===== src/design/text_console_cursor_engine_top_macros.svh =====
// ----------------------------------------------------------------------------
// Text console cursor engine assertion macros
// Shared concurrent assertion forms, clocked on clk_i, quiet in reset.
// ----------------------------------------------------------------------------
`ifndef TEXT_CONSOLE_CURSOR_ENGINE_TOP_MACROS_SVH
`define TEXT_CONSOLE_CURSOR_ENGINE_TOP_MACROS_SVH

// same-cycle implication
`define TCCE_ASSERT_IMP(name, ante, cons, msg) \
  name: assert property (@(posedge clk_i) disable iff (!rst_ni) (ante) |-> (cons)) \
    else $error(msg);

// next-cycle implication
`define TCCE_ASSERT_NXT(name, ante, cons, msg) \
  name: assert property (@(posedge clk_i) disable iff (!rst_ni) (ante) |=> (cons)) \
    else $error(msg);

`endif


===== src/design/tcce_pkg.sv =====
// ----------------------------------------------------------------------------
// tcce_pkg
// Types, constants and helpers shared by the text console cursor engine.
// ----------------------------------------------------------------------------
`default_nettype none

package tcce_pkg;

  // configuration field widths
  localparam int unsigned ColsW   = 9;
  localparam int unsigned RowsW   = 8;
  localparam int unsigned LineW   = 14;
  localparam int unsigned CellWW  = 6;
  localparam int unsigned CellHW  = 6;
  localparam int unsigned GlyphCW = 10;
  localparam int unsigned TabW    = 5;

  // cursor and result widths
  localparam int unsigned CurColW = 8;
  localparam int unsigned CurRowW = 7;
  localparam int unsigned GlyphW  = 9;
  localparam int unsigned OffW    = 25;
  localparam int unsigned CntW    = 5;

  // shared multiplier operand widths
  localparam int unsigned MulAW = 13;
  localparam int unsigned MulBW = 14;

  // APB port
  localparam int unsigned AddrW = 5;
  localparam int unsigned DataW = 32;

  localparam logic [CntW-1:0] MaxRun = 5'd16;

  // character codes
  localparam logic [7:0] ChBs    = 8'd8;
  localparam logic [7:0] ChTab   = 8'd9;
  localparam logic [7:0] ChLf    = 8'd10;
  localparam logic [7:0] ChCr    = 8'd13;
  localparam logic [7:0] ChSpace = 8'd32;

  // event kinds
  localparam logic EvCell   = 1'b0;
  localparam logic EvScroll = 1'b1;

  typedef enum logic [2:0] {
    REG_COLUMNS     = 3'd0,
    REG_ROWS        = 3'd1,
    REG_LINE_PIXELS = 3'd2,
    REG_CELL_WIDTH  = 3'd3,
    REG_CELL_HEIGHT = 3'd4,
    REG_GLYPH_COUNT = 3'd5,
    REG_TAB_SIZE    = 3'd6
  } reg_idx_e;

  typedef enum logic [2:0] {
    ST_IDLE,
    ST_ROWMUL,
    ST_LPMUL,
    ST_COLMUL,
    ST_OUT
  } state_e;

  typedef struct packed {
    logic [ColsW-1:0]   columns;
    logic [RowsW-1:0]   rows;
    logic [LineW-1:0]   line_pixels;
    logic [CellWW-1:0]  cell_width;
    logic [CellHW-1:0]  cell_height;
    logic [GlyphCW-1:0] glyph_count;
    logic [TabW-1:0]    tab_size;
  } cfg_t;

  localparam cfg_t CfgReset = '{
    columns:     9'd80,
    rows:        8'd25,
    line_pixels: 14'd1024,
    cell_width:  6'd8,
    cell_height: 6'd16,
    glyph_count: 10'd256,
    tab_size:    5'd4
  };

  // zero acts as one, oversized clamps to the grid limit
  function automatic logic [ColsW-1:0] eff_columns(input logic [ColsW-1:0] c);
    logic [ColsW-1:0] r;
    if (c == '0) r = 9'd1;
    else if (c > 9'd256) r = 9'd256;
    else r = c;
    return r;
  endfunction

  function automatic logic [RowsW-1:0] eff_rows(input logic [RowsW-1:0] n);
    logic [RowsW-1:0] r;
    if (n == '0) r = 8'd1;
    else if (n > 8'd128) r = 8'd128;
    else r = n;
    return r;
  endfunction

  function automatic logic [GlyphW-1:0] glyph_of(input logic [7:0] code,
                                                 input logic [GlyphCW-1:0] gc);
    logic [GlyphW-1:0] g;
    if ({2'b00, code} < gc) g = {1'b0, code};
    else g = '0;
    return g;
  endfunction

endpackage

`default_nettype wire


===== src/design/tcce_regs.sv =====
// ----------------------------------------------------------------------------
// tcce_regs
// APB register file holding the console geometry and font settings.
// ----------------------------------------------------------------------------
`default_nettype none

module tcce_regs (
  input  wire logic                       clk_i,
  input  wire logic                       rst_ni,
  input  wire logic                       psel,
  input  wire logic                       penable,
  input  wire logic                       pwrite,
  input  wire logic [tcce_pkg::AddrW-1:0] paddr,
  input  wire logic [tcce_pkg::DataW-1:0] pwdata,
  output logic      [tcce_pkg::DataW-1:0] prdata,
  output logic                            pready,
  output tcce_pkg::cfg_t                  cfg_o
);
  import tcce_pkg::*;

  cfg_t     cfg_q, cfg_d;
  reg_idx_e idx;
  logic     wr_en;

  assign idx    = reg_idx_e'(paddr[AddrW-1:2]);
  assign wr_en  = psel & penable & pwrite;
  assign pready = 1'b1;
  assign cfg_o  = cfg_q;

  always_comb begin
    cfg_d = cfg_q;
    if (wr_en) begin
      unique case (idx)
        REG_COLUMNS:     cfg_d.columns     = pwdata[ColsW-1:0];
        REG_ROWS:        cfg_d.rows        = pwdata[RowsW-1:0];
        REG_LINE_PIXELS: cfg_d.line_pixels = pwdata[LineW-1:0];
        REG_CELL_WIDTH:  cfg_d.cell_width  = pwdata[CellWW-1:0];
        REG_CELL_HEIGHT: cfg_d.cell_height = pwdata[CellHW-1:0];
        REG_GLYPH_COUNT: cfg_d.glyph_count = pwdata[GlyphCW-1:0];
        REG_TAB_SIZE:    cfg_d.tab_size    = pwdata[TabW-1:0];
        default: ;
      endcase
    end
  end

  always_comb begin
    unique case (idx)
      REG_COLUMNS:     prdata = DataW'(cfg_q.columns);
      REG_ROWS:        prdata = DataW'(cfg_q.rows);
      REG_LINE_PIXELS: prdata = DataW'(cfg_q.line_pixels);
      REG_CELL_WIDTH:  prdata = DataW'(cfg_q.cell_width);
      REG_CELL_HEIGHT: prdata = DataW'(cfg_q.cell_height);
      REG_GLYPH_COUNT: prdata = DataW'(cfg_q.glyph_count);
      REG_TAB_SIZE:    prdata = DataW'(cfg_q.tab_size);
      default:         prdata = '0;
    endcase
  end

  always_ff @(posedge clk_i or negedge rst_ni) begin
    if (!rst_ni) begin
      cfg_q <= CfgReset;
    end else begin
      cfg_q <= cfg_d;
    end
  end

endmodule

`default_nettype wire


===== src/design/tcce_mac.sv =====
// ----------------------------------------------------------------------------
// tcce_mac
// Shared multiply-accumulate unit for the cell offset, wrapping at 25 bits.
// ----------------------------------------------------------------------------
`default_nettype none

module tcce_mac (
  input  wire logic [tcce_pkg::MulAW-1:0] a_i,
  input  wire logic [tcce_pkg::MulBW-1:0] b_i,
  input  wire logic [tcce_pkg::OffW-1:0]  acc_i,
  output logic      [tcce_pkg::OffW-1:0]  y_o
);
  import tcce_pkg::*;

  logic [MulAW+MulBW-1:0] prod;

  assign prod = {{MulBW{1'b0}}, a_i} * {{MulAW{1'b0}}, b_i};
  assign y_o  = acc_i + prod[OffW-1:0];

endmodule

`default_nettype wire


===== src/design/text_console_cursor_engine_top.sv =====
// Cell writes: a printable byte's cell write is registered after the row, line and column
//   multiply steps on one shared multiplier; a newline scroll is valid the cycle after acceptance.
// Flow: one character at a time; CR, backspace, plain newline and an empty tab finish in the
//   idle state, while a printable byte (and its scroll when it wraps into one), a scrolling
//   newline or a tab's spaces hold input ready low; each result waits in the output register.
// Reset: async active-low clears cursor, sequencer and output valid; registers take defaults.
// ----------------------------------------------------------------------------
// text_console_cursor_engine_top
// Cursor tracking and cell write / scroll event generation for a text console.
// ----------------------------------------------------------------------------
`default_nettype none
`include "text_console_cursor_engine_top_macros.svh"

module text_console_cursor_engine_top (
  input  wire logic                       clk_i,
  input  wire logic                       rst_ni,
  // APB configuration
  input  wire logic                       psel,
  input  wire logic                       penable,
  input  wire logic                       pwrite,
  input  wire logic [tcce_pkg::AddrW-1:0] paddr,
  input  wire logic [tcce_pkg::DataW-1:0] pwdata,
  output logic      [tcce_pkg::DataW-1:0] prdata,
  output logic                            pready,
  // character requests
  input  wire logic                       in_valid_i,
  output logic                            in_ready_o,
  input  wire logic [7:0]                 char_code_i,
  // result requests
  output logic                            out_valid_o,
  input  wire logic                       out_ready_i,
  output logic                            event_kind_o,
  output logic [tcce_pkg::CurColW-1:0]    cell_column_o,
  output logic [tcce_pkg::CurRowW-1:0]    cell_row_o,
  output logic [tcce_pkg::GlyphW-1:0]     glyph_index_o,
  output logic [tcce_pkg::OffW-1:0]       pixel_offset_o,
  output logic                            last_of_run_o
);
  import tcce_pkg::*;

  cfg_t cfg;

  tcce_regs u_regs (
    .clk_i   (clk_i),
    .rst_ni  (rst_ni),
    .psel    (psel),
    .penable (penable),
    .pwrite  (pwrite),
    .paddr   (paddr),
    .pwdata  (pwdata),
    .prdata  (prdata),
    .pready  (pready),
    .cfg_o   (cfg)
  );

  state_e               state_q, state_d;
  logic [CurColW-1:0]   col_q, col_d;
  logic [CurRowW-1:0]   row_q, row_d;
  logic [CntW-1:0]      cnt_q, cnt_d;
  logic [GlyphW-1:0]    glyph_q, glyph_d;
  logic                 prt_q, prt_d;
  logic                 scr_q, scr_d;
  logic [MulAW-1:0]     prod_q, prod_d;
  logic [OffW-1:0]      base_q, base_d;

  logic                 ov_q, ov_d;
  logic                 kind_q, kind_d;
  logic [CurColW-1:0]   ocol_q, ocol_d;
  logic [CurRowW-1:0]   orow_q, orow_d;
  logic [GlyphW-1:0]    oglyph_q, oglyph_d;
  logic [OffW-1:0]      ooff_q, ooff_d;
  logic                 olast_q, olast_d;

  logic [ColsW-1:0]     nc, col_inc, left, tab9;
  logic [RowsW-1:0]     nr, row_inc, nr_last;
  logic                 wrap, row_over;
  logic [CntW-1:0]      tab_cnt;
  logic                 in_acc;

  logic [MulAW-1:0]     mac_a;
  logic [MulBW-1:0]     mac_b;
  logic [OffW-1:0]      mac_acc, mac_y;

  tcce_mac u_mac (
    .a_i   (mac_a),
    .b_i   (mac_b),
    .acc_i (mac_acc),
    .y_o   (mac_y)
  );

  assign nc       = eff_columns(cfg.columns);
  assign nr       = eff_rows(cfg.rows);
  assign nr_last  = nr - 8'd1;
  assign col_inc  = {1'b0, col_q} + 9'd1;
  assign row_inc  = {1'b0, row_q} + 8'd1;
  assign wrap     = (col_inc >= nc);
  assign row_over = (row_inc >= nr);

  // spaces for a tab: room left on the line, bounded by tab_size and the run cap
  always_comb begin
    left = nc - col_inc;
    tab9 = (left < {4'b0, cfg.tab_size}) ? left : {4'b0, cfg.tab_size};
    if (wrap) tab_cnt = '0;
    else if (tab9 > {4'b0, MaxRun}) tab_cnt = MaxRun;
    else tab_cnt = tab9[CntW-1:0];
  end

  // operand select for the shared multiplier
  always_comb begin
    mac_a   = '0;
    mac_b   = '0;
    mac_acc = '0;
    unique case (state_q)
      ST_ROWMUL: begin
        mac_a = MulAW'(row_q);
        mac_b = MulBW'(cfg.cell_height);
      end
      ST_LPMUL: begin
        mac_a = prod_q;
        mac_b = cfg.line_pixels;
      end
      ST_COLMUL: begin
        mac_a   = MulAW'(col_q);
        mac_b   = MulBW'(cfg.cell_width);
        mac_acc = base_q;
      end
      default: ;
    endcase
  end

  assign in_ready_o = (state_q == ST_IDLE);
  assign in_acc     = in_valid_i & in_ready_o;

  always_comb begin
    state_d  = state_q;
    col_d    = col_q;
    row_d    = row_q;
    cnt_d    = cnt_q;
    glyph_d  = glyph_q;
    prt_d    = prt_q;
    scr_d    = scr_q;
    prod_d   = prod_q;
    base_d   = base_q;
    ov_d     = ov_q & ~out_ready_i;
    kind_d   = kind_q;
    ocol_d   = ocol_q;
    orow_d   = orow_q;
    oglyph_d = oglyph_q;
    ooff_d   = ooff_q;
    olast_d  = olast_q;

    unique case (state_q)
      ST_IDLE: begin
        if (in_acc) begin
          unique case (char_code_i)
            ChCr: col_d = '0;
            ChBs: begin
              if (col_q != '0) col_d = col_q - 8'd1;
            end
            ChLf: begin
              col_d = '0;
              if (row_over) begin
                row_d    = nr_last[CurRowW-1:0];
                ov_d     = 1'b1;
                kind_d   = EvScroll;
                ocol_d   = '0;
                orow_d   = '0;
                oglyph_d = '0;
                ooff_d   = '0;
                olast_d  = 1'b1;
                state_d  = ST_OUT;
              end else begin
                row_d = row_inc[CurRowW-1:0];
              end
            end
            ChTab: begin
              if (tab_cnt != '0) begin
                cnt_d   = tab_cnt;
                glyph_d = glyph_of(ChSpace, cfg.glyph_count);
                prt_d   = 1'b0;
                state_d = ST_ROWMUL;
              end
            end
            default: begin
              cnt_d   = 5'd1;
              glyph_d = glyph_of(char_code_i, cfg.glyph_count);
              prt_d   = 1'b1;
              state_d = ST_ROWMUL;
            end
          endcase
        end
      end
      ST_ROWMUL: begin
        prod_d  = mac_y[MulAW-1:0];
        state_d = ST_LPMUL;
      end
      ST_LPMUL: begin
        base_d  = mac_y;
        state_d = ST_COLMUL;
      end
      ST_COLMUL: begin
        ov_d     = 1'b1;
        kind_d   = EvCell;
        ocol_d   = col_q;
        orow_d   = row_q;
        oglyph_d = glyph_q;
        ooff_d   = mac_y;
        // a printable byte ends its run unless a scroll follows
        olast_d  = prt_q ? !(wrap && row_over) : (cnt_q == 5'd1);
        cnt_d    = cnt_q - 5'd1;
        if (prt_q && wrap) begin
          col_d = '0;
          if (row_over) begin
            row_d = nr_last[CurRowW-1:0];
            scr_d = 1'b1;
          end else begin
            row_d = row_inc[CurRowW-1:0];
          end
        end else begin
          col_d = col_inc[CurColW-1:0];
        end
        state_d = ST_OUT;
      end
      ST_OUT: begin
        if (out_ready_i) begin
          if (scr_q) begin
            scr_d    = 1'b0;
            ov_d     = 1'b1;
            kind_d   = EvScroll;
            ocol_d   = '0;
            orow_d   = '0;
            oglyph_d = '0;
            ooff_d   = '0;
            olast_d  = 1'b1;
          end else if (cnt_q != '0) begin
            state_d = ST_COLMUL;
          end else begin
            state_d = ST_IDLE;
          end
        end
      end
      default: state_d = ST_IDLE;
    endcase
  end

  always_ff @(posedge clk_i or negedge rst_ni) begin
    if (!rst_ni) begin
      state_q <= ST_IDLE;
      col_q   <= '0;
      row_q   <= '0;
      cnt_q   <= '0;
      prt_q   <= 1'b0;
      scr_q   <= 1'b0;
      ov_q    <= 1'b0;
    end else begin
      state_q <= state_d;
      col_q   <= col_d;
      row_q   <= row_d;
      cnt_q   <= cnt_d;
      prt_q   <= prt_d;
      scr_q   <= scr_d;
      ov_q    <= ov_d;
    end
  end

  always_ff @(posedge clk_i) begin
    glyph_q  <= glyph_d;
    prod_q   <= prod_d;
    base_q   <= base_d;
    kind_q   <= kind_d;
    ocol_q   <= ocol_d;
    orow_q   <= orow_d;
    oglyph_q <= oglyph_d;
    ooff_q   <= ooff_d;
    olast_q  <= olast_d;
  end

  assign out_valid_o    = ov_q;
  assign event_kind_o   = kind_q;
  assign cell_column_o  = ocol_q;
  assign cell_row_o     = orow_q;
  assign glyph_index_o  = oglyph_q;
  assign pixel_offset_o = ooff_q;
  assign last_of_run_o  = olast_q;

  `TCCE_ASSERT_IMP(a_ready_no_pending, in_ready_o, !out_valid_o, "input ready with result pending")
  `TCCE_ASSERT_IMP(a_colmul_has_work, state_q == ST_COLMUL, cnt_q != '0, "column step with empty run")
  `TCCE_ASSERT_IMP(a_scroll_fields, out_valid_o && (event_kind_o == EvScroll), last_of_run_o && (cell_column_o == '0) && (cell_row_o == '0), "scroll result malformed")
  `TCCE_ASSERT_NXT(a_last_to_idle, out_valid_o && out_ready_i && last_of_run_o, (state_q == ST_IDLE) && !out_valid_o, "run did not end after last result")

endmodule

`default_nettype wire


===== config.mk =====
export PLATFORM = sky130hd
export DESIGN_NAME = text_console_cursor_engine_top
export DESIGN_NICKNAME = d
export VERILOG_FILES = /design/src/design/tcce_pkg.sv /design/src/design/tcce_regs.sv /design/src/design/tcce_mac.sv /design/src/design/text_console_cursor_engine_top.sv
export VERILOG_INCLUDE_DIRS = /design/src /design/src/design
export SDC_FILE = /design/constraint.sdc
export NUM_CORES = 1
export LEC_CHECK = 0
export ABC_CLOCK_PERIOD_IN_PS = 8100
export BUFFER_PORTS_ARGS = -buffer_cell sky130_fd_sc_hd__buf_2
export CAP_MARGIN = 25
export CORE_ASPECT_RATIO = 1.75
export CORE_MARGIN = 5
export CORE_UTILIZATION = 56
export DETAILED_ROUTE_END_ITERATION = 7
export PLACE_DENSITY = 0.74
export SYNTH_ARGS = -nofsm -noshare
export SYNTH_HDL_FRONTEND = slang
export SYNTH_SLANG_ARGS = --single-unit

===== constraint.sdc =====
create_clock -name clk_i -period 8.1 [get_ports clk_i]
set_input_delay 1.62 -clock clk_i [delete_from_list [all_inputs] [get_ports clk_i]]
set_output_delay 1.62 -clock clk_i [all_outputs]
set_load 0.01 [all_outputs]

Yosys cells after proc, flatten, opt, wreduce, memory -nomap -nowiden. Cells that the tools add are included.

Bitwise operators: 6. $lt $le $gt $ge: 8. Reductions and logical operators: 30. Multiply operators: 1. Add/sub/neg operators: 7. Multiplexer cells: 80. Eq/ne operators: 30.

Operators with widths (number): 25-bit 2-to-1 mux (6); 14-bit case mux with 7 select lines (1); 8-bit 2-to-1 mux (11); 9-bit 2-to-1 mux (9); 25-bit case mux with 3 select lines (1); 7-bit 2-to-1 mux (9); 14-bit case mux with 3 select lines (1); 13-bit case mux with 3 select lines (1); 8-bit by 4-bit equality test with 1-bit output (second input constant) (4); 8-bit case mux with 2 select lines (2); 9-bit case mux with 3 select lines (1); 25-bit adder (1); 13-bit by 14-bit multiplier with 25-bit output (1); 8-bit case mux with 3 select lines (1); 7-bit case mux with 3 select lines (1); 5-bit 2-to-1 mux (4); 5-bit case mux with 2 select lines (2); 4-bit AND reduction (5); 9-bit case mux with 2 select lines (1); 2-bit != test (second input constant) (8); 3-bit 2-to-1 mux (5); 3-bit case mux with 5 select lines (1); 1-bit 2-to-1 mux (14); 7-bit case mux with 2 select lines (1); 41 further kinds (71).

Input port bits: 52. Output and inout port bits: 86. Bits in registers: 182. Logic and storage cells: 185.

Logic depth before layout (Yosys ltp). Gate-level depths: netlist (run 1).

Depth after elaboration: 14. Depth in mapped cells: 31. Depth with buffers taken out: 28.

Modules after synthesis. Synthesis (run 1) repeated with hierarchy kept, for this count alone.

Cell total of the unflattened synthesis: 1658. Area total of the unflattened synthesis: 16608.4 um^2.

Modules (own cells, without submodules): text_console_cursor_engine_top (area an instance 7023.0 um^2, instances 1, cells an instance 656, seq. area each 3533.4 um^2); tcce_mac (area an instance 6677.7 um^2, instances 1, cells an instance 784, seq. area each 0.0 um^2); tcce_regs (area an instance 2907.8 um^2, instances 1, cells an instance 218, seq. area each 1463.9 um^2).

Worst setup path after synthesis (run 1). Ideal clock, no wire load.

Kind: reg-to-reg. Start point: register state_q[0]. End point: register ooff_q[22], in the netlist pixel_offset_o[22], data pin. Library setup time: 0.160 ns. Stages on the path, launching flop included: 27. Buffers on the path: 3. Path slack: 0.774 ns. Clock period less this slack: 7.326 ns. Arrival: 7.165 ns. Data required time: 7.940 ns. Cells stage by stage: dfrtp_1 -> nor2b_1 -> nor2b_1 -> clkbuf_1 -> a221o_1 -> clkbuf_1 -> nand2_1 -> fa_1 -> fa_1 -> fa_1 -> inv_1 -> fa_1 -> fa_1 -> inv_1 -> fa_1 -> inv_1 -> ha_1 -> clkbuf_1 -> o21a_1 -> o211ai_1 -> and2_1 -> inv_1 -> a41oi_1 -> o21ai_1 -> a2111oi_0 -> a31oi_1 -> a41oi_1.

Cells in the longest elaborated chain, start to end: 5. Elaborated cells between the ends (all ways): 11. Classes of those cells: add/sub: 1; mul: 1; eq/ne: 4; mux: 4; reduce/logical: 1.

Ends and longest elaborated chain: from (decl) (RTL line text_console_cursor_engine_top.sv:56) `state_e state_q, state_d;`; from (signal assigned) (RTL line text_console_cursor_engine_top.sv:256) `state_q <= state_d;`; 3-bit by 2-bit equality test with 1-bit output (tied with other cells) (RTL line text_console_cursor_engine_top.sv:113, text_console_cursor_engine_top.sv:152); 13-bit case mux with 3 select lines or 14-bit case mux with 3 select lines (tied branches) (RTL line text_console_cursor_engine_top.sv:113) `unique case (state_q)`; 13-bit by 14-bit multiplier with 25-bit output (RTL line tcce_mac.sv:17) `assign prod = {{MulBW{1'b0}}, a_i} * {{MulAW{1'b0}}, b_i};`; 25-bit adder (RTL line tcce_mac.sv:18) `assign y_o = acc_i + prod[OffW-1:0];`; 25-bit case mux with 3 select lines * (RTL line text_console_cursor_engine_top.sv:152) `unique case (state_q)`; to (signal assigned) (RTL line text_console_cursor_engine_top.sv:274) `ooff_q <= ooff_d;`; to (decl) (RTL line text_console_cursor_engine_top.sv:71) `logic [OffW-1:0] ooff_q, ooff_d;`.

Every way passes the cells marked *; elsewhere a longest branch is shown, timed or not. A chain may end at the register's enable or synchronous reset.

Final worst setup path (run 1).
Start point: register state_q[2]. End point: register ooff_q[22], in the netlist pixel_offset_o[22], data pin.

Same word-level chain as after synthesis.

==> results of run 1 <==
==> placed cells by master, fill, tap and decap left out, drive strengths merged, types with 5 or more instances in the layout <==
cell | Yosys | layout
ha | 105 | 105
mux2 | 54 | 54
nor4 | 12 | 12
nand2 | 180 | 180
a21oi | 50 | 50
a221o | 5 | 5
nor3 | 17 | 17
nor2b | 18 | 18
a31oi | 10 | 10
o21a | 12 | 12
o21ai | 52 | 52
mux4 | 5 | 5
or3 | 5 | 5
and3 | 68 | 68
clkbuf | 57 | 17
clkinv | 2 | 7
inv | 233 | 239
o31ai | 8 | 8
buf | 27 | 137
xnor2 | 31 | 31
or4 | 6 | 6
and2 | 39 | 39
xor2 | 17 | 17
conb | 2 | 20
a21o | 30 | 30
edfxtp | 96 | 96
nand4 | 5 | 5
a211oi | 6 | 6
o211ai | 6 | 6
nor2 | 121 | 121
dfrtp | 74 | 74
fa | 152 | 152
nand2b | 18 | 18
dfstp | 10 | 10
nand3 | 39 | 39
mux2i | 11 | 11
==> area by class of cell <==
class	count	area share [%]
repair buffers	137	4.58
diodes	2	0.0284
flip-flops and latches	180	28.3
clock buffers	17	2.41
multi-input cells	1161	56.0
inverters	235	5.00
clock inverters	14	0.958
well taps	378	2.68
==> flip-flops by register name, indices dropped and copies added, names as in the netlist <==
| signal | cells |
|---|---|
| glyph_index_o | 8 |
| base_q | 25 |
| col_q | 8 |
| out_valid_o | 1 |
| last_of_run_o | 1 |
| cnt_q | 5 |
| scr_q | 1 |
| prod_q | 13 |
| cell_row_o | 7 |
| cell_column_o | 8 |
| pixel_offset_o | 25 |
| state_q | 3 |
| row_q | 7 |
| u_regs.cfg_o | 58 |
| glyph_q | 8 |
| event_kind_o | 1 |
| prt_q | 1 |
==> metal layers <==
layer | global-route usage, % | vias up | wire length [µm]
li1 | - | 5627 | -
met1 | 28.1 | 6205 | 14600
met2 | 51.2 | 500 | 23600
met3 | 3.98 | 193 | 1980
met4 | 18.9 | 0 | 3080
met5 | 0 | - | 0
==> through the flow <==
| step | total power [µW] | cell area [µm²] | instances | utilization, % |
|---|---|---|---|---|
| after floorplan | 4050 | 16200 | 1660 | - |
| after global placement | 4980 | 17000 | 2090 | 59.6 |
| after detailed placement | 5100 | 17000 | 2091 | 59.7 |
| after CTS | 5980 | 17600 | 2122 | 61.8 |
| after global routing | 6450 | 17600 | 2123 | 61.8 |
| final | 5990 | 17600 | 2124 | 61.8 |
==> kinds of logic after synthesis <==
group           count (synthesis)  share of synthesized area (%)
simple gates                  540                           16.2
buf+inv                       319                           8.17
fa+ha+maj                     257                           27.1
compound gates                226                           9.74
flops                         180                           31.0
mux                            70                           5.16
xor+xnor                       48                           2.61
other cells                     2                         0.0466
==> power breakdown <==
group	leakage [µW]	internal (µW)	switching [µW]
sequential	0.00192	1410	271
clock	0.000284	439	421
combinational	0.00618	1290	2160
total	0.00839	3140	2850
==> worst max path at each step <==
stage,from,end,slack (ns)
after floorplan,state_q[0],pixel_offset_o[22],0.77
after global placement,state_q[2],pixel_offset_o[22],0.42
after detailed placement,state_q[2],pixel_offset_o[22],0.31
after CTS,state_q[2],pixel_offset_o[22],0.27
after global routing,state_q[2],pixel_offset_o[22],0.005
final,state_q[2],pixel_offset_o[22],0.32
==> worst min-delay path, cell delays in order, from the launching register on <==
cell and delay (ns):
dfrtp_1 0.36, nand2b_1 0.06, nand3_1 0.08
==> key figures, run 1 <==
Finish
  – Area of the multi-input gates: 9870 µm²
  – Register area: 5000 µm²
  – Fin nets: 2041
  – Layout cell share with drive strength beyond 1: 14.7%
  – Filler cells: 2417
  – Synthesis-to-layout area growth: 9.50%

Routing
  – DR WL/cell: 20.3 µm
  – Post-route ant nets: 0
  – Residual DRC: 0
  – Pre-antenna DRT Iters: 6
  – Detailed-route via count: 12.5k
  – Drt via density: 5.90
  – Iteration-0 DRC Markers: 799
  – WL final: 43200 µm

STA
  – Final min period: 7.78 ns
  – Setup violations, final: 0
  – Slew of the pin with the lowest slew margin: 0.893 ns
  – Hold WS: 0.534 ns
  – Setup repair after global routing missed its margin: no
  – Final setup margin: 0.323 ns
  – Final period utilization: 96.0%
  – Worst Skew: 0.0174 ns
  – F_max: 129 MHz
  – Relative slew slack: 40.0%
  – Pins over their slew limit: 0
  – Setup TNS: 0 ns
  – Hold Fails Final Rpt: 0

Min path
  – Hold Path Depth: 2
  – Hold Crit Class: flop to flop
  – Min-delay src: out_valid_o
  – WHS Endpoint: out_valid_o

Yosys
  – Cells after synthesis: 1642
  – Sequential area share after synthesis: 31.0%
  – Largest cells by area after synthesis: fa_1 (19%), edfxtp_1 (18%), dfrtp_1 (12%)
  – Seq cells post-synth: 180
  – Top-area cell type share of the netlist area: 18.9%
  – Syn_area_per_cell: 9.81 µm²
  – Most numerous cell in the Yosys netlist: inv_1
  – Top cells by count, synth: inv_1 (233), nand2_1 (179), fa_1 (152), nor2_1 (121), ha_1 (105)
  – Yosys warning count: 0
  – Library cells used by synthesis: 78
  – Async SR Flop Fraction: 46.7%
  – Cell Area, Synth: 16100 µm²
  – Top FF cell, synth: edfxtp_1
  – Cell taking the most area after synthesis: fa_1
  – Number of flops mapped to enable cells by yosys: 96

Floorplanning
  – Die Area: 32400 µm²
  – Cell Rows: 82
  – Ports: 138
  – Core Area: 28500 µm²
  – Die width: 138 µm
  – Starting Density: 56.5%
  – Height of the die: 234 µm

Flow run
  – Max Cap Violations: 0

Critical path
  – Cell breakdown of the critical path: nor2b_2 > nor2b_1 > buf_4 > a221o_1 > buf_4 > nand3_1 > fa_1 > fa_1 > fa_1 > inv_1 > fa_1 > fa_1 > inv_1 > fa_1 > inv_1 > ha_1 > a21o_1 > a21oi_1 > o21bai_1 > a41oi_1 > o21ai_1 > a2111oi_0 > a31oi_1 > a41oi_1
  – Most frequent CP cell: fa_1
  – Reg2Reg Depth: 24
  – Worst r2r dst: pixel_offset_o[22]
  – CP top delay family: adder cells
  – Register-to-register setup slack: 0.32 ns
  – R2R Path Start: state_q[2]
  – WP depth: 24
  – Data required, critical path: 8.41 ns
  – Crit-path slowest cell: fa_1
  – CP Launch Type: flop
  – Worst Path Arrival: 8.09 ns
  – WS Path Type: flop to flop
  – Buf+Inv Stages, Crit Path: 5
  – CP endpoint kind: flop
  – Peak fanout along the critical path: 10
  – Slowest cell delay on critical path: 0.58 ns

Run status
  – Status: completed

Clock network
  – Longest Clk Path Bufs: 2
  – TritonCTS clock tree: yes
  – Post-CTS Setup Inserts: 0
  – CTS sink cnt: 180
  – Post-cts sizing count: 0
  – Htree depth: 4
  – Root Buffer: clkbuf_16
  – CTS Buf Count: 17
  – Clk slew on worst S/H paths: 0.08 ns
  – # hold bufs at CTS: 0
  – Clk_lat worst skew: 0.47 ns

Global route
  – Vias in the first global route: 13.3k
  – First-pass GRT wire length: 69500 µm
  – GRT Util Overall: 27.4%
  – Largest net degree at the start of global routing: 63
  – Number of antenna violations at the first check in global routing: 1
  – Total grt overflow: 0

Place
  – GPL Wtd Cong: 0.978
  – Port buffer count: 97
  – Dpl hpwl: 34300 µm
  – DP Worst Slack: 0.310 ns

Power and ir drop
  – Peak VDD IR: 0.166 mV
  – Pwr Density: 340 nW/µm²
  – Pleak: 0.00839 µW
(Power assumes the default switching activity.)
==> run 2, diff against run 1 <==
--- a/config.mk
+++ b/config.mk
@@ -6,12 +6,14 @@
 export SDC_FILE = /design/constraint.sdc
 export NUM_CORES = 1
 export LEC_CHECK = 0
+export ABC_AREA = 1
 export ABC_CLOCK_PERIOD_IN_PS = 8100
 export BUFFER_PORTS_ARGS = -buffer_cell sky130_fd_sc_hd__buf_2
 export CAP_MARGIN = 25
 export CORE_ASPECT_RATIO = 1.75
 export CORE_MARGIN = 5
 export CORE_UTILIZATION = 56
+export CTS_CLUSTER_DIAMETER = 120
 export DETAILED_ROUTE_END_ITERATION = 7
 export PLACE_DENSITY = 0.74
 export SYNTH_ARGS = -nofsm -noshare
==> run 2 against run 1 <==
Clock power fell by 2%. Register-to-register slack improved by 0.15 ns. Routed wire length grew 4.2%. Critical endpoint is now base_q[24]. Count of clock-buffer cells in the layout is 3 higher.
==> key figures, run 2 <==
STA
  – Setup violations, final: 0 (unchanged)
  – Final setup margin: 0.473 ns (+0.150 ns)
  – Hold WS: 0.493 ns (-0.0412 ns)
  – Pins over their slew limit: 0 (unchanged)
  – Final min period: 7.63 ns (-0.150 ns)
  – Setup repair after global routing missed its margin: no
  – Final period utilization: 94.2% (-1.9 points)
  – Setup TNS: 0 ns (unchanged)
  – Slew of the pin with the lowest slew margin: 1.06 ns (+0.166 ns)
  – F_max: 131 MHz (+2.0%)
  – Worst Skew: 0.0165 ns (-0.000943 ns)
  – Hold Fails Final Rpt: 0 (unchanged)
  – Relative slew slack: 29.1% (-11 points)

Place
  – Dpl hpwl: 36800 µm (+7.5%)
  – DP Worst Slack: 0.442 ns (+0.132 ns)
  – Port buffer count: 97 (unchanged)
  – GPL Wtd Cong: 0.988 (+0.97%)

Flow run
  – Max Cap Violations: 0 (unchanged)

Finish
  – Most common cell after layout, fill and taps aside: inv_1
  – Filler cells: 2441 (+0.99%)
  – Most frequent cells in the layout: inv_1 (459), nand2_1 (342), nor2_1 (236)
  – Fin nets: 2360 (+16%)
  – Layout cell share with drive strength beyond 1: 10.8% (-3.9 points)
  – Synthesis-to-layout area growth: 11.1%
  – Max FFs per register: 58 (unchanged)
  – Antenna diode count: 0 (-2)
  – Final Util: 63.0% (+1.2 points)

Critical path
  – CP top delay family: adder cells
  – Buf+Inv Stages, Crit Path: 9 (+4)
  – Slowest cell delay on critical path: 0.55 ns (-0.03 ns)
  – R2R Path Start: state_q[2]
  – Data required, critical path: 8.31 ns (-0.10 ns)
  – CP endpoint kind: flop
  – Worst Setup EP: base_q[24]
  – WP depth: 28 (+17%)
  – Register-to-register setup slack: 0.47 ns (+0.15 ns)
  – Most frequent CP cell: inv_1
  – Peak fanout along the critical path: 22 (+12)
  – Reg2Reg Depth: 28 (+17%)
  – Crit-path slowest cell: fa_1
  – Worst Path Arrival: 7.84 ns (-0.25 ns)
  – Worst r2r dst: base_q[24]
  – WS Path Type: flop to flop
  – Critical Path Source: state_q[2]
  – CP Launch Type: flop

Global route
  – Largest net degree at the start of global routing: 75 (+19%)
  – Total grt overflow: 0 (unchanged)
  – GRT Util Overall: 29.8% (+2.4 points)
  – Number of antenna violations at the first check in global routing: 0 (-1)
  – First-pass GRT wire length: 72000 µm (+3.6%)
  – Vias in the first global route: 14.0k (+5.1%)

Yosys
  – Largest cells by area after synthesis: fa_1 (19%), edfxtp_1 (18%), dfrtp_1 (12%)
  – Top cells by count, synth: inv_1 (460), nand2_1 (343), nor2_1 (236), fa_1 (152), ha_1 (105)
  – Sequential area share after synthesis: 31.4% (+0.33 points)
  – Number of flops mapped to enable cells by yosys: 96 (unchanged)
  – Most numerous cell in the Yosys netlist: inv_1
  – Syn_area_per_cell: 8.32 µm² (-15%)
  – Async SR Flop Fraction: 46.7% (unchanged)
  – Library cells used by synthesis: 54 (-31%)
  – Top FF cell, synth: edfxtp_1
  – Seq cells post-synth: 180 (unchanged)
  – Cell Area, Synth: 15900 µm² (-1.1%)
  – Cell taking the most area after synthesis: fa_1
  – Top-area cell type share of the netlist area: 19.1% (+0.20 points)
  – Yosys warning count: 0 (unchanged)
  – Cells after synthesis: 1915 (+17%)

Power and ir drop
  – Peak VDD IR: 0.203 mV (+22%)
  – Comb pwr share: 62.9% (+5.3 points)
  – Reg power frac: 24.9% (-3.2 points)
  – Internal Pwr Total: 3420 µW (+8.9%)
  – Fraction of power spent switching nets: 50.3% (+2.7 points)
  – NetSw: 3460 µW (+21%)
  – Total design power: 6880 µW (+15%)
  – Clk pwr share: 12.2% (-2.1 points)
  – Pwr Density: 389 nW/µm² (+14%)
  – Pleak: 0.00923 µW (+10%)

Routing
  – Pre-antenna DRT Iters: 5 (-1)
  – Met2 WL post-DR: 24200 µm (+2.9%)
  – Met3 routed WL: 1970 µm (-0.46%)
  – WL final: 45000 µm (+4.2%)
  – Top Metal Used: met4
  – Post-route ant nets: 0 (unchanged)
  – Detailed-route via count: 13.2k (+5.6%)
  – Iteration-0 DRC Markers: 840 (+5.1%)
  – DR WL/cell: 18.5 µm (-9.2%)
  – Drt via density: 5.43 (-7.9%)
  – WL met1: 15100 µm (+3.2%)
  – Residual DRC: 0 (unchanged)

Clock network
  – Post-cts sizing count: 0 (unchanged)
  – CTS sink cnt: 180 (unchanged)
  – Clk_lat worst skew: 0.47 ns (about the same)
  – Clk slew on worst S/H paths: 0.07 ns (about the same)
  – Root Buffer: clkbuf_16
  – # hold bufs at CTS: 0 (unchanged)
  – Htree depth: 4 (unchanged)
  – TritonCTS clock tree: yes
  – Post-CTS Setup Inserts: 0 (unchanged)
  – CTS Buf Count: 17 (unchanged)
  – Longest Clk Path Bufs: 2 (unchanged)

Run status
  – Status: completed

Floorplanning
  – Core Area: 28100 µm² (-1.6%)
  – Die width: 138 µm (-0.49%)
  – Height of the die: 233 µm (-0.51%)
  – Cell Rows: 81 (-1.2%)
  – Ports: 138 (unchanged)
  – Die Area: 32100 µm² (-1.0%)
  – Starting Density: 56.8% (+0.30 points)

Min path
  – Min-delay src: u_regs.cfg_o[24]
  – Hold Crit Class: flop to flop
-- run 2: changes by cell type after synthesis, moves of 32 or more --
cell      change
inv_1       +227
nand2_1     +164
nor2_1      +115
and3_1       -68
mux2_2       -53
and2_1       -39
o21ai_0      +37
clkbuf_1     -32
-- run 2: power by group through the flow --
stage	clock network [µW]	registers, µW	logic (µW)
2_1_floorplan	0	1740	2890
3_3_place_gp	0	1720	4180
3_5_place_dp	0	1730	4310
4_1_cts	846	1710	4330
5_1_grt	885	1750	4890
6_report	840	1710	4330
-- run 2: cells by family after synthesis --
family | count (synthesis) | share of synthesized area (%)
XOR/XNOR | 50 | 2.75
adder cells (fa/ha/maj) | 257 | 27.3
AND/OR/NAND/NOR | 682 | 17.6
AO/OA/AOI/OAI | 218 | 7.91
multiplexers | 1 | 0.0707
other | 2 | 0.0471
buffers and inverters | 525 | 12.9
flip-flops | 180 | 31.4
-- run 2: through the flow --
| step | area [µm²] | cells |
|---|---|---|
| 4_1_cts | 17700 | 2436 |
| 3_5_place_dp | 17100 | 2404 |
| 2_1_floorplan | 16000 | 1933 |
| 6_report | 17700 | 2437 |
| 5_1_grt | 17700 | 2437 |
| 3_3_place_gp | 17100 | 2403 |
-- run 2: layout make-up --
cell class | instances | area, µm² | area share, %
Multi-Input combinational cell | 1228 | 8970 | 50.7
Inverter | 474 | 1780 | 10.1
Timing Repair Buffer | 150 | 918 | 5.19
Clock inverter | 12 | 119 | 0.672
Clock buffer | 20 | 447 | 2.52
Tap cell | 373 | 467 | 2.64
Sequential cell | 180 | 5000 | 28.2
-- run 2: worst min path at each step --
stage | slack, ns | endpoint | cells past startpoint
global route | 0.51 | u_regs.cfg_o[24] | 2
global placement | 0.47 | u_regs.cfg_o[32] | 2
finish | 0.49 | u_regs.cfg_o[24] | 2
detailed placement | 0.48 | u_regs.cfg_o[28] | 2
CTS | 0.49 | u_regs.cfg_o[24] | 2
floorplan | 0.45 | u_regs.cfg_o[21] | 2
-- run 2: worst register-to-register path, delay by kind of cell, from the launching register on --
family / cells / cell delay [ns]
compound gates: 6 / 1.19
xor+xnor: 1 / 0.23
fa+ha+maj: 7 / 3.46
buf+inv: 9 / 1.25
flops: 1 / 0.42
simple gates: 5 / 0.81
-- run 2: routing by layer --
layer | vias up | GRT usage (%)
met4 | 0 | 21.6
met2 | 519 | 53.8
li1 | 6124 | -
met5 | - | 0
met3 | 199 | 3.69
met1 | 6387 | 31.1
==> run 3, diff against run 2 <==
--- a/config.mk
+++ b/config.mk
@@ -12,10 +12,10 @@
 export CAP_MARGIN = 25
 export CORE_ASPECT_RATIO = 1.75
 export CORE_MARGIN = 5
-export CORE_UTILIZATION = 56
+export CORE_UTILIZATION = 62
 export CTS_CLUSTER_DIAMETER = 120
 export DETAILED_ROUTE_END_ITERATION = 7
-export PLACE_DENSITY = 0.74
+export PLACE_DENSITY = 0.8
 export SYNTH_ARGS = -nofsm -noshare
 export SYNTH_HDL_FRONTEND = slang
 export SYNTH_SLANG_ARGS = --single-unit
==> run 3 against run 2 <==
Flip-flop and latch count unchanged. Core utilization increased by 6.6 points. Sequential share of layout area increased by 0.086 points. Cell count decreased by 2.3%. Largest cell class unchanged.
==> key figures, run 3 (same netlist as run 2, synthesis figures left out) <==
Routing
  – Detailed-route via count: 13.3k (+0.86%)
  – WL final: 45800 µm (+1.7%)
  – Residual DRC: 0 (unchanged)
  – Drt via density: 5.60 (+3.2%)
  – Post-route ant nets: 0 (unchanged)
  – Iteration-0 DRC Markers: 1000 (+19%)
  – Pre-antenna DRT Iters: 8 (+3)
  – DR WL/cell: 19.2 µm (+4.0%)

Power and ir drop
  – Total design power: 6980 µW (+1.5%)
  – Pleak: 0.00923 µW (about the same)
  – Pwr Density: 396 nW/µm² (+1.8%)
  – Peak VDD IR: 0.203 mV (about the same)

Place
  – Placed cell areas: 17000 µm² (-0.40%)
  – Port buffer count: 97 (unchanged)
  – Dpl hpwl: 36800 µm (-0.18%)
  – DP Worst Slack: 0.412 ns (-0.0306 ns)
  – GPL Wtd Cong: 0.971 (-1.7%)

Critical path
  – Worst Path Arrival: 7.97 ns (+0.13 ns)
  – WS Path Type: flop to flop
  – Critical Path Source: state_q[2]
  – Reg2Reg Depth: 28 (unchanged)
  – Peak fanout along the critical path: 15 (-32%)
  – Slowest cell delay on critical path: 0.56 ns (about the same)
  – R2R Path Start: state_q[2]
  – Register-to-register setup slack: 0.34 ns (-0.13 ns)
  – CP endpoint kind: flop
  – Most frequent CP cell: fa_1
  – Buf+Inv Stages, Crit Path: 8 (-1)
  – Worst Setup EP: pixel_offset_o[24]
  – Data required, critical path: 8.31 ns (about the same)
  – Crit-path slowest cell: fa_1
  – Worst r2r dst: pixel_offset_o[24]
  – CP Launch Type: flop
  – CP top delay family: adder cells
  – WP depth: 28 (unchanged)

Global route
  – Largest net degree at the start of global routing: 62 (-17%)
  – Total grt overflow: 0 (unchanged)
  – First-pass GRT wire length: 72500 µm (+0.71%)
  – Number of antenna violations at the first check in global routing: 0 (unchanged)
  – Vias in the first global route: 14.1k (+0.64%)
  – GRT Util Overall: 32.0% (+2.2 points)

STA
  – Final period utilization: 95.7% (+1.6 points)
  – Slew of the pin with the lowest slew margin: 1.03 ns (-0.0302 ns)
  – Final setup margin: 0.345 ns (-0.129 ns)
  – F_max: 129 MHz (-1.7%)
  – Relative slew slack: 30.7% (+1.6 points)
  – Pins over their slew limit: 0 (unchanged)
  – Setup repair after global routing missed its margin: no
  – Hold Fails Final Rpt: 0 (unchanged)
  – Setup violations, final: 0 (unchanged)
  – Final min period: 7.76 ns (+0.129 ns)
  – Setup TNS: 0 ns (unchanged)
  – Worst Skew: 0.0160 ns (-0.000528 ns)

Finish
  – Antenna diode count: 0 (unchanged)
  – Fin area: 17600 µm² (-0.30%)
  – Synthesis-to-layout area growth: 10.7%
  – Most frequent cells in the layout: inv_1 (459), nand2_1 (342), nor2_1 (236)
  – Layout cell share with drive strength beyond 1: 10.9% (+0.18 points)
  – Final Util: 69.6% (+6.6 points)
  – Fin nets: 2362 (+0.085%)
  – Max FFs per register: 58 (unchanged)
  – Most common cell after layout, fill and taps aside: inv_1

Floorplanning
  – Height of the die: 222 µm (-4.7%)
  – Die width: 131 µm (-4.6%)
  – Die Area: 29100 µm² (-9.1%)
  – Core Area: 25300 µm² (-9.7%)
  – Ports: 138 (unchanged)
  – Starting Density: 62.9% (+6.1 points)
  – Cell Rows: 77 (-4.9%)

Clock network
  – Longest Clk Path Bufs: 2 (unchanged)
  – Clk_lat worst skew: 0.47 ns (about the same)
  – Post-CTS Setup Inserts: 0 (unchanged)
  – Clk slew on worst S/H paths: 0.08 ns (about the same)
  – Root Buffer: clkbuf_16
  – # hold bufs at CTS: 0 (unchanged)
  – CTS Buf Count: 17 (unchanged)
  – Htree depth: 4 (unchanged)
  – TritonCTS clock tree: yes
  – CTS sink cnt: 180 (unchanged)

Run status
  – Status: completed

Min path
  – Hold Crit Class: flop to flop

Flow run
  – Max Cap Violations: 0 (unchanged)
[run 3: changes by cell type in the layout (fill, tap and decap cells not counted), sizes merged]
cell / previous run / this run
clkbuf: 20 / 17
clkinv: 10 / 13
buf: 150 / 152
clkinvlp: 0 / 1
inv: 475 / 474
[run 3: how the worst min path moves through the flow]
stage / from / to / slack, ns / cells after the start
floorplan: u_regs.cfg_o[21] / u_regs.cfg_o[21] / 0.45 / 2
global placement: u_regs.cfg_o[23] / u_regs.cfg_o[23] / 0.47 / 2
detailed placement: u_regs.cfg_o[21] / u_regs.cfg_o[21] / 0.47 / 2
CTS: u_regs.cfg_o[21] / u_regs.cfg_o[21] / 0.49 / 2
global route: u_regs.cfg_o[44] / u_regs.cfg_o[44] / 0.54 / 2
finish: u_regs.cfg_o[23] / u_regs.cfg_o[23] / 0.49 / 2
[run 3: repair_timing]
action | in CTS | in global routing
gates resized for setup | 0 | 3
endpoints found under the setup margin | 0 | 6
endpoints found under the hold margin | 0 | 0
[run 3: area by class of cell]
cell class / count / area, µm²
Sequential cell: 180 / 5000
Inverter: 474 / 1780
Tap cell: 316 / 395
Clock buffer: 17 / 425
Clock inverter: 15 / 166
Multi-Input combinational cell: 1228 / 8960
Fill cell: 2051 / 7700
Timing Repair Buffer: 152 / 913
[run 3: through the flow]
step | std cells | hold slack, ns
floorplan | 1933 | 0.453
global placement | 2347 | 0.469
detailed placement | 2348 | 0.473
CTS | 2380 | 0.492
global route | 2382 | 0.541
finish | 2382 | 0.490
[run 3: tightest hold or removal path: stages, from the launching register on]
cell and delay [ns]:
dfrtp_1 0.35, nand2_1 0.05, o21ai_0 0.06
[run 3: power breakdown]
part	internal [µW]	switching (µW)	leakage [µW]
registers	1520	184	0.00190
logic	1480	2940	0.00704
clock network	438	419	0.000286
[run 3: routing by layer]
| metal | GRT usage (%) | vias up | wire (µm) | share of wire [%] |
|---|---|---|---|---|
| met5 | 0 | - | 0 | 0 |
| met4 | 27.8 | 0 | 4800 | 10 |
| met3 | 5.65 | 251 | 2590 | 5.6 |
| met2 | 56.1 | 611 | 23600 | 51 |
| met1 | 32.2 | 6354 | 14800 | 32 |
| li1 | - | 6127 | - | - |
